`config.mk`:
```
export PLATFORM = sky130hd
export DESIGN_NAME = multi_led_blink_sequencer
export DESIGN_NICKNAME = d
export VERILOG_FILES = /design/src/design/mlbs_pkg.sv /design/src/design/mlbs_cell.sv /design/src/design/multi_led_blink_sequencer.sv
export SDC_FILE = /design/constraint.sdc
export NUM_CORES = 1
export LEC_CHECK = 0
export BUFFER_PORTS_ARGS = -buffer_cell sky130_fd_sc_hd__buf_2
export CORE_UTILIZATION = 53
export CTS_CLUSTER_DIAMETER = 200
export DETAILED_ROUTE_END_ITERATION = 10
export GPL_TIMING_DRIVEN = 0
export PLACE_DENSITY = 0.8
export SLEW_MARGIN = 5
export SYNTH_ARGS = -nofsm -noshare
export SYNTH_HDL_FRONTEND = slang
export SYNTH_SLANG_ARGS = --single-unit
```
`constraint.sdc`:
```
create_clock -name clk -period 3.2 [get_ports clk]
set_clock_uncertainty 0.2 [all_clocks]
set_input_delay 0.16 -clock clk [delete_from_list [all_inputs] [get_ports clk]]
set_output_delay 0.16 -clock clk [all_outputs]
set_load 0.03 [all_outputs]
```
`src/design/mlbs_pkg.sv`:
```
// ----------------------------------------------------------------------------
// mlbs_pkg: shared types and constants of the multi-LED blink sequencer
// Operation codes, phase encoding, the command broadcast to every LED cell
// and the mask word that travels down the row of cells.
// ----------------------------------------------------------------------------
package mlbs_pkg;

  localparam int OP_W     = 2;
  localparam int LED_W    = 4;
  localparam int COUNT_W  = 16;
  localparam int PERIOD_W = 16;
  localparam int MASK_W   = 4;
  localparam int BLINK_W  = 8;
  localparam int PLEN_W   = 11;

  localparam logic [BLINK_W-1:0]  MAX_BLINKS = 8'd255;
  localparam logic [PLEN_W-1:0]   MAX_PERIOD = 11'd1024;
  localparam logic [PLEN_W-1:0]   MIN_PERIOD = 11'd4;

  typedef enum logic [OP_W-1:0] {
    OP_TICK  = 2'd0,
    OP_BLINK = 2'd1,
    OP_STOP  = 2'd2
  } op_t;

  typedef enum logic [2:0] {
    PH_IDLE = 3'b001,
    PH_ON   = 3'b010,
    PH_OFF  = 3'b100
  } phase_t;

  // Command seen by every cell in the cycle of an input transfer
  typedef struct packed {
    logic                valid;
    op_t                 op;
    logic [LED_W-1:0]    led;
    logic [COUNT_W-1:0]  count;
    logic [PLEN_W-1:0]   plen;
  } cmd_t;

  // Masks gathered along the row of cells
  typedef struct packed {
    logic [MASK_W-1:0] lamp;
    logic [MASK_W-1:0] busy;
  } mask_t;

endpackage

```
`src/design/mlbs_cell.sv`:
```
// ----------------------------------------------------------------------------
// mlbs_cell: one LED of the blink sequencer
// Holds the blink count, period, phase and countdown of one LED, applies the
// broadcast command and adds its lamp and busy bits to the passing masks.
// ----------------------------------------------------------------------------
module mlbs_cell #(
  parameter int IDX = 0
) (
  input  logic                             clk,
  input  logic                             rst_n,
  input  mlbs_pkg::cmd_t                   cmd,
  input  mlbs_pkg::mask_t                  mask_in,
  output mlbs_pkg::mask_t                  mask_out
);

  logic [mlbs_pkg::BLINK_W-1:0] blinks_r, blinks_nxt;
  logic [mlbs_pkg::PLEN_W-1:0]  plen_r, plen_nxt;
  mlbs_pkg::phase_t             phase_r, phase_nxt;
  logic [mlbs_pkg::PLEN_W-1:0]  cd_r, cd_nxt;
  logic                         lit_r, lit_nxt;

  logic                          hit;
  logic [mlbs_pkg::PLEN_W-1:0]   cd_dec;
  logic [mlbs_pkg::BLINK_W-1:0]  blinks_dec;
  logic [mlbs_pkg::COUNT_W:0]    blinks_sum;

  assign hit        = (cmd.led == mlbs_pkg::LED_W'(IDX));
  assign cd_dec     = (cd_r != '0) ? cd_r - 1'b1 : '0;
  assign blinks_dec = (blinks_r != '0) ? blinks_r - 1'b1 : '0;
  assign blinks_sum = {{(mlbs_pkg::COUNT_W + 1 - mlbs_pkg::BLINK_W){1'b0}}, blinks_r}
                    + {1'b0, cmd.count};

  // Next state of this LED
  always_comb begin
    blinks_nxt = blinks_r;
    plen_nxt   = plen_r;
    phase_nxt  = phase_r;
    cd_nxt     = cd_r;
    lit_nxt    = lit_r;
    if (cmd.valid) begin
      case (cmd.op)
        mlbs_pkg::OP_TICK: begin
          if (phase_r != mlbs_pkg::PH_IDLE) begin
            cd_nxt = cd_dec;
            if (cd_dec == '0) begin
              if (phase_r == mlbs_pkg::PH_ON) begin
                lit_nxt   = 1'b0;
                phase_nxt = mlbs_pkg::PH_OFF;
                cd_nxt    = plen_r;
              end else begin
                blinks_nxt = blinks_dec;
                if (blinks_dec != '0) begin
                  lit_nxt   = 1'b1;
                  phase_nxt = mlbs_pkg::PH_ON;
                  cd_nxt    = plen_r;
                end else begin
                  lit_nxt   = 1'b0;
                  phase_nxt = mlbs_pkg::PH_IDLE;
                  cd_nxt    = '0;
                end
              end
            end
          end
        end
        mlbs_pkg::OP_BLINK: begin
          if (hit) begin
            if (cmd.count == '0) begin
              // let the current blink finish
              if (blinks_r > mlbs_pkg::BLINK_W'(1)) begin
                blinks_nxt = mlbs_pkg::BLINK_W'(1);
              end
            end else begin
              blinks_nxt = (blinks_sum > {{(mlbs_pkg::COUNT_W + 1 - mlbs_pkg::BLINK_W){1'b0}},
                                          mlbs_pkg::MAX_BLINKS})
                         ? mlbs_pkg::MAX_BLINKS : blinks_sum[mlbs_pkg::BLINK_W-1:0];
              plen_nxt   = cmd.plen;
              if (blinks_r == '0) begin
                lit_nxt   = 1'b1;
                phase_nxt = mlbs_pkg::PH_ON;
                cd_nxt    = cmd.plen;
              end
            end
          end
        end
        mlbs_pkg::OP_STOP: begin
          blinks_nxt = '0;
          plen_nxt   = '0;
          phase_nxt  = mlbs_pkg::PH_IDLE;
          cd_nxt     = '0;
          lit_nxt    = 1'b0;
        end
        default: begin
        end
      endcase
    end
  end

  // Hold state
  always_ff @(posedge clk) begin
    if (!rst_n) begin
      blinks_r <= '0;
      plen_r   <= '0;
      phase_r  <= mlbs_pkg::PH_IDLE;
      cd_r     <= '0;
      lit_r    <= 1'b0;
    end else begin
      blinks_r <= blinks_nxt;
      plen_r   <= plen_nxt;
      phase_r  <= phase_nxt;
      cd_r     <= cd_nxt;
      lit_r    <= lit_nxt;
    end
  end

  // Add this LED's bits (state after the step) to the passing masks; cells beyond the mask width add none
  generate
    if (IDX < mlbs_pkg::MASK_W) begin : g_visible
      always_comb begin
        mask_out           = mask_in;
        mask_out.lamp[IDX] = lit_nxt;
        mask_out.busy[IDX] = (phase_nxt != mlbs_pkg::PH_IDLE);
      end
    end else begin : g_hidden
      assign mask_out = mask_in;
    end
  endgenerate

  a_lit_only_on: assert property (@(posedge clk) disable iff (!rst_n)
    lit_r |-> (phase_r == mlbs_pkg::PH_ON))
    else $error("LED lit outside its on phase");

  a_idle_no_blinks: assert property (@(posedge clk) disable iff (!rst_n)
    (phase_r == mlbs_pkg::PH_IDLE) == (blinks_r == '0))
    else $error("idle phase and blink count disagree");

  a_running_counts: assert property (@(posedge clk) disable iff (!rst_n)
    (phase_r != mlbs_pkg::PH_IDLE) |-> (cd_r != '0))
    else $error("running LED with an empty countdown");

endmodule

```
`src/design/multi_led_blink_sequencer.sv`:
```
// ----------------------------------------------------------------------------
// multi_led_blink_sequencer: row of per-LED blink cells
// Broadcasts ticks, blink requests and stop-all to a row of LED cells and
// reports which LEDs are lit and which are running after every transfer.
//
//   channel | direction | handshake          | payload
//   in_     | input     | in_valid/in_stall  | operation, led, count, period
//   out_    | output    | out_valid/out_stall| lamp_mask, busy_mask
//
// One item per cycle while in_stall is low: every cell updates its state in the cycle
// of the input transfer, and the masks ripple down the row into the output register
// or, while the output register is full and out_stall is high, into the skid register.
// A skid register takes one more result while out_stall is high; in_stall
// rises only while that skid register is full.
// Reset (rst_n low, synchronous) clears every LED and empties both registers.
// ----------------------------------------------------------------------------
module multi_led_blink_sequencer #(
  parameter int LED_COUNT = 4
) (
  input  logic                           clk,
  input  logic                           rst_n,
  input  logic                           in_valid,
  output logic                           in_stall,
  input  logic [mlbs_pkg::OP_W-1:0]      in_operation,
  input  logic [mlbs_pkg::LED_W-1:0]     in_led,
  input  logic [mlbs_pkg::COUNT_W-1:0]   in_count,
  input  logic [mlbs_pkg::PERIOD_W-1:0]  in_period,
  output logic                           out_valid,
  input  logic                           out_stall,
  output logic [mlbs_pkg::MASK_W-1:0]    out_lamp_mask,
  output logic [mlbs_pkg::MASK_W-1:0]    out_busy_mask
);

  logic            in_fire;
  logic            out_fire;
  mlbs_pkg::cmd_t  cmd;
  mlbs_pkg::mask_t mask_chain [LED_COUNT+1];
  mlbs_pkg::mask_t mask_new;

  logic            out_valid_r, out_valid_nxt;
  mlbs_pkg::mask_t out_mask_r, out_mask_nxt;
  logic            skid_valid_r, skid_valid_nxt;
  mlbs_pkg::mask_t skid_mask_r, skid_mask_nxt;

  assign in_stall = skid_valid_r;
  assign in_fire  = in_valid && !skid_valid_r;
  assign out_fire = out_valid_r && !out_stall;

  // Decode the command and clamp the period once for all cells
  always_comb begin
    cmd.valid = in_fire;
    cmd.op    = mlbs_pkg::op_t'(in_operation);
    cmd.led   = in_led;
    cmd.count = in_count;
    if (in_period > mlbs_pkg::PERIOD_W'(mlbs_pkg::MAX_PERIOD)) begin
      cmd.plen = mlbs_pkg::MAX_PERIOD;
    end else if (in_period < mlbs_pkg::PERIOD_W'(mlbs_pkg::MIN_PERIOD)) begin
      cmd.plen = mlbs_pkg::MIN_PERIOD;
    end else begin
      cmd.plen = in_period[mlbs_pkg::PLEN_W-1:0];
    end
  end

  // Row of LED cells
  assign mask_chain[0] = '0;
  generate
    for (genvar i = 0; i < LED_COUNT; i++) begin : g_cell
      mlbs_cell #(.IDX(i)) u_cell (
        .clk      (clk),
        .rst_n    (rst_n),
        .cmd      (cmd),
        .mask_in  (mask_chain[i]),
        .mask_out (mask_chain[i+1])
      );
    end
  endgenerate
  assign mask_new = mask_chain[LED_COUNT];

  // Output register with skid stage
  always_comb begin
    out_valid_nxt  = out_valid_r;
    out_mask_nxt   = out_mask_r;
    skid_valid_nxt = skid_valid_r;
    skid_mask_nxt  = skid_mask_r;
    if (skid_valid_r) begin
      if (out_fire) begin
        out_mask_nxt   = skid_mask_r;
        skid_valid_nxt = 1'b0;
      end
    end else if (in_fire) begin
      if (out_valid_r && !out_fire) begin
        skid_mask_nxt  = mask_new;
        skid_valid_nxt = 1'b1;
      end else begin
        out_mask_nxt  = mask_new;
        out_valid_nxt = 1'b1;
      end
    end else if (out_fire) begin
      out_valid_nxt = 1'b0;
    end
  end

  always_ff @(posedge clk) begin
    if (!rst_n) begin
      out_valid_r  <= 1'b0;
      skid_valid_r <= 1'b0;
    end else begin
      out_valid_r  <= out_valid_nxt;
      skid_valid_r <= skid_valid_nxt;
    end
  end

  always_ff @(posedge clk) begin
    out_mask_r  <= out_mask_nxt;
    skid_mask_r <= skid_mask_nxt;
  end

  assign out_valid     = out_valid_r;
  assign out_lamp_mask = out_mask_r.lamp;
  assign out_busy_mask = out_mask_r.busy;

  a_skid_behind_out: assert property (@(posedge clk) disable iff (!rst_n)
    skid_valid_r |-> out_valid_r)
    else $error("skid register full while output register empty");

  a_transfer_lands: assert property (@(posedge clk) disable iff (!rst_n)
    in_fire |=> out_valid_r)
    else $error("input transfer produced no result");

  a_skid_drains: assert property (@(posedge clk) disable iff (!rst_n)
    (skid_valid_r && !out_stall) |=> (!skid_valid_r && out_valid_r))
    else $error("skid register did not move to the output");

endmodule
```
# Word level (Yosys, flattened, before mapping)
# Index checks and enable logic that the tools add are counted.
# totals
reg_bits	154
latchBits	0
ramBits	0
mem_bits_ro	0
out_inout_bits	10
word_cells	308
mem_count	0
# classes
add_sub_neg	12
multipliers	0
div	0
magnitude_cmp	10
eq_ne	45
shifts	0
muxes	166
bitwise	1
n_reduce_logical	48
# op_table
op	n
$mux 11	39
$mux 8	36
$pmux 11 s3	4
$pmux 8 s3	4
$pmux 11 s2	4
$mux 3	28
$add 8x16->17	4
$gt 17x8->1 const B	4
$reduce_bool 8->1	8
$logic_not 11->1	4
$reduce_bool 11->1	4
$sub 11x1->11 const B	4
$mux 1	39
$pmux 3 s3	4
$gt 8x1->1 const B	4
$logic_not 8->1	4
$ne 2x1->1 const B	16
$sub 8x1->8 const B	4
$reduce_and 7->1	4
$ne 3x1->1 const B	8
$reduce_and 6->1	4
$gt 16x11->1 const B	1
$logic_not 16->1	1
$lt 16x3->1 const B	1
19 further kinds	49

# Logic depth before layout (Yosys ltp)
# depth
word_depth	13
ltp_mapped	13
depth_no_buf	11

# Cells and area by module
# A second synthesis with hierarchy kept.
# unflattened
hier_cells	1649
hier_area_um2	12828.6
# modules_own_cells
mod	instances	cells_each	area_per_inst_um2	seq_area_each_um2
mlbs_cell (g_cell[1].u_cell ...)	2	385	2970.3	680.7
mlbs_cell (g_cell[0].u_cell)	1	422	3118.0	680.7
mlbs_cell (g_cell[3].u_cell)	1	396	2941.6	680.7
multi_led_blink_sequencer	1	61	828.3	520.5

# Worst setup path after synthesis
# OpenSTA, ideal clock, no wires.
# synth_path
path_type	register to register
from	register g_cell[0].u_cell.cd_r[0] (netlist bit)
to	register out_mask_r (netlist bit out_busy_mask[0]), data pin
setup_ps	260
arrival_time_ps	3078
t_required_ps	2740
path_slack_ps	-337
stages_incl_launch_ff	13
n_path_buf	2
period_less_slack_ps	3537
path_cell_list	dfxtp_1 > inv_1 > ha_1 > buf_4 > or4b_4 > or4_4 > or4_1 > buf_6 > o21ai_0 > nand3_2 > a311oi_2 > nand4_1 > mux2_2
# synth_rtl
item	line_no	source
start, declared	mlbs_cell.sv:19	logic [mlbs_pkg::PLEN_W-1:0] cd_r, cd_nxt;
start signal, assigned	mlbs_cell.sv:110	cd_r <= cd_nxt;
end signal, assigned	multi_led_blink_sequencer.sv:114	out_mask_r <= out_mask_nxt;
end, declared	multi_led_blink_sequencer.sv:41	mlbs_pkg::mask_t out_mask_r, out_mask_nxt;

# Final worst setup path
# layout_path
from	register g_cell[0].u_cell.cd_r[0] (netlist bit)
to	register g_cell[0].u_cell.cd_r[5] (netlist bit)
# layout_via
elab_chain_len	6
# layout_rtl
item	line_no	source
$sub 11x1->11 or $reduce_bool 11->1 (tied branches)	mlbs_cell.sv:28	assign cd_dec = (cd_r != '0) ? cd_r - 1'b1 : '0;
$mux 11 *	mlbs_cell.sv:28	
$logic_not 11->1	mlbs_cell.sv:45	if (cd_dec == '0) begin
$mux 11 *	mlbs_cell.sv:45	
$mux 11 *	mlbs_cell.sv:43	if (phase_r != mlbs_pkg::PH_IDLE) begin
$pmux 11 s3 *	mlbs_cell.sv:41	case (cmd.op)
# Every way passes the cells marked *; elsewhere a longest branch is shown, timed or not. The select of a mux whose other input is x is not followed.
# A chain may end at the register's enable or synchronous reset.

==> results.cfg <==
[setup_path]
critical_path_arrival_ns = 3.57
criticalPathCategory = reg2reg
path_cells = inv_4 -> ha_4 -> or4b_4 -> or4_4 -> or4_4 -> o21a_4 -> buf_12 -> a211oi_4 -> buf_6 -> a22oi_2 -> o21a_1 -> a21oi_2
crit_start = g_cell[0].u_cell.cd_r[0]
crit_buf_inv = 3
critical_path_required_ns = 3.38
endpoint_kind = flip-flop
critical-path-slowest-cell = or4_4
worst-path-max-fanout = 5
worst_path_most_repeated_cell = or4_4
crit-reg2reg-launch = g_cell[0].u_cell.cd_r[0]
worstSetupStartpointType = flip-flop
cp_slowest_stage_delay_ns = 0.47
worst_path_dominant_cell_family = simple AND/OR/NAND/NOR gates

[power_and_ir_drop]
total_leakage_power_nw = 5.61
power_per_cell_area_mw_per_mm2 = 486
power.total_mw = 7.19
ir_drop_mv = 0.425

[clock_network]
clk_path_buf_depth = 2
tritoncts = built
cts.reportedPaths.clkPinSlew_ns = 0.07
total_number_of_clock_tree_sinks = 154
clk_latency_ns = 0.44
clk_root_buffer_cell = clkbuf_16
cts-buffers-inserted = 17
htree_levels = 4

[routing]
wirelength_um = 42000
dr_total_vias = 13400
firstDrtPassIters = 9
drt-vias-per-instance = 6.80
drt_iter0_markers = 1688
detail_route.wl_per_cell_um = 21.4
ant_nets = 0
drc = 2

[timing]
max-slew-margin-rel = 0.347
timing.final.setup_violations = 27
final.period_utilization = 1.06
timing.final.crit_period_ns = 3.39
finalMaxSlewViolations = 0
final_critical_path_setup_slack_ns = -0.194
whs_ns = 0.0329
timing.fmax_mhz = 295
setup_repair_after_global_routing_missed_its_margin = yes
tightest_pin_transition_ns = 0.977
timing.final.hold_violations = 0

[placed_design]
place.port_buffers = 46
gp_routability_congestion = 0.981
dpl.cell_count = 1853
detailed_placement_wirelength_estimate_um = 28000

[cells_and_area]
fraction_of_final_layout_cells_sized_beyond_drive_strength_1 = 0.241
multiInputGateArea_mm2 = 0.00903
syn2layout_area_growth_pct = 26.3
nets = 1774
utilization = 0.679
num-fill-cells = 1677
n_antenna_cell = 0
combined_flip_flop_and_latch_cell_area_mm2 = 0.00330
finalNonFillerCells = 1969

[synth]
synth-seq-area-share = 0.277
synth_edf_count = 16
synth_top_cell_by_area = dfxtp_1
synth-warning-count = 0
top_count_cell_post_synth = nor2_1
cells_after_synthesis = 1527
post_synthesis_register_bit_count = 154
mappedNetlistArea_mm2 = 0.0117
synth_top_cells_by_area = dfxtp_1, nor2_1, a21oi_1
syn_avg_cell_area_um2 = 7.67
synth_top_area_share = 0.236
synthTopCellsByCount = nor2_1, dfxtp_1, a21oi_1
synth-main-ff-cell = dfxtp_1
number_of_nets_in_the_synthesized_netlist = 1625
synth_async_reset_ratio = 0
post_synth_num_cell_types = 84

[global_route]
grt_first_pass_wirelength_um = 62500
overall_overflow_remaining_after_global_route = 0
grtUsageTotal = 0.353
grt_pass1_vias = 11900
grt_antenna_before_repair = 0
pin_count_of_the_biggest_net_entering_global_routing = 17

[floorplanning]
fp.dieW_um = 151
initial_core_util = 0.538
std_cell_rows = 54
pin_count = 52
dieArea_mm2 = 0.0227
core_area_mm2 = 0.0218
vertical_die_dimension_um = 151

[min_path]
hold_class = in2reg
min_from = in_period[6]

[run_status]
outcome = finished, violations left
violated_checks = design-rule violations, negative setup slack

[job]
drv.max_cap_violation_count = 0
## worst register-to-register path: stages (launching register included)
cell and delay (ns):
dfxtp_4 0.36, inv_4 0.06, ha_4 0.12, or4b_4 0.46, or4_4 0.43, or4_4 0.47
o21a_4 0.18, buf_12 0.14, a211oi_4 0.33, buf_6 0.19, a22oi_2 0.07, o21a_1 0.21
a21oi_2 0.11
## cell usage in the layout (no fill, tap or decap), drive strengths merged, types with 9 or more instances in the layout
| master | count |
|---|---|
| a21o | 10 |
| a221oi | 9 |
| nand3 | 36 |
| o21a | 44 |
| dfxtp | 138 |
| o211ai | 25 |
| edfxtp | 16 |
| xor2 | 17 |
| nand4 | 13 |
| mux2i | 52 |
| clkbuf | 78 |
| nor3b | 9 |
| o21ai | 123 |
| o31a | 12 |
| ha | 52 |
| nand2 | 111 |
| and2 | 10 |
| nor3 | 65 |
| a22oi | 12 |
| a211oi | 17 |
| inv | 54 |
| nor4 | 31 |
| nand2b | 12 |
| xnor2 | 29 |
| mux2 | 11 |
| a31oi | 18 |
| or3 | 17 |
| a21oi | 134 |
| or4 | 14 |
| o31ai | 17 |
| a211o | 10 |
| nor2b | 9 |
| buf | 149 |
| and3 | 19 |
| nor2 | 185 |
## state kept, by name (all words and copies together) (netlist names)
| name | cells |
|---|---|
| g_cell.u_cell.cd_r | 44 |
| g_cell.u_cell.plen_r | 44 |
| g_cell.u_cell.blinks_r | 32 |
| g_cell.u_cell.phase_r | 12 |
| skid_mask_r | 8 |
| g_cell.u_cell.lit_r | 4 |
| out_busy_mask | 4 |
| out_lamp_mask | 4 |
| in_stall | 1 |
| out_valid | 1 |
## power by group
group          switching (mW)  leakage, nW  internal, mW  total [mW]
logic                    1.66         4.03          1.18        2.84
clock network           0.930        0.293          1.19        2.12
registers               0.165         1.30          2.06        2.23
total                    2.75         5.61          4.43        7.19
## metrics by stage
stage	TNS [ns]	instance area [um2]	setup WS, ns
2_1_floorplan	-0.419	11700	-0.213
3_3_place_gp	-37.22	12300	-0.687
3_5_place_dp	-41.70	12300	-0.743
4_1_cts	-4.01	14100	-0.328
5_1_grt	-4.51	14800	-0.267
6_report	-2.67	14800	-0.194
## path summary, 6_finish.rpt
| kind | end | slack, ns | cells after the start |
|---|---|---|---|
| worst max-delay path | g_cell[0].u_cell.cd_r[5] | -0.19 | 12 |
| worst min-delay path | g_cell[2].u_cell.cd_r[6] | 0.03 | 3 |
| worst max register to register | g_cell[0].u_cell.cd_r[5] | -0.19 | 12 |
| worst min register to register | g_cell[3].u_cell.plen_r[9] | 0.31 | 2 |
## cells by family after synthesis
kind of cell / synth area share
fa+ha+maj: 0.0624
xor+xnor: 0.0344
compound gates: 0.286
mux: 0.0550
simple gates: 0.242
buf+inv: 0.0425
flops: 0.277
## layer usage
metal	global-route usage	part of all wire
met3	0.0661	0.11
met4	0.139	0.035
met1	0.484	0.41
met2	0.544	0.44
met5	0	0
## repair_timing
action | CTS | global route
hold buffers | 3 | 0
gates cloned | 2 | 0
endpoints found under the hold margin | 2 | 0
buffers inserted | 54 | 39
gates resized for setup | 167 | 113
pin swaps | 66 | 54
endpoints found under the setup margin | 104 | 109
## area by class of cell
class	count	area share
Tap cell	280	0.0237
Timing Repair Buffer	143	0.0690
Sequential cell	154	0.223
Clock buffer	18	0.0297
Multi-Input combinational cell	1244	0.611
Buffer	69	0.0204
Clock inverter	14	0.0108
Inverter	47	0.0124
Power figures use the tool's default switching activity.
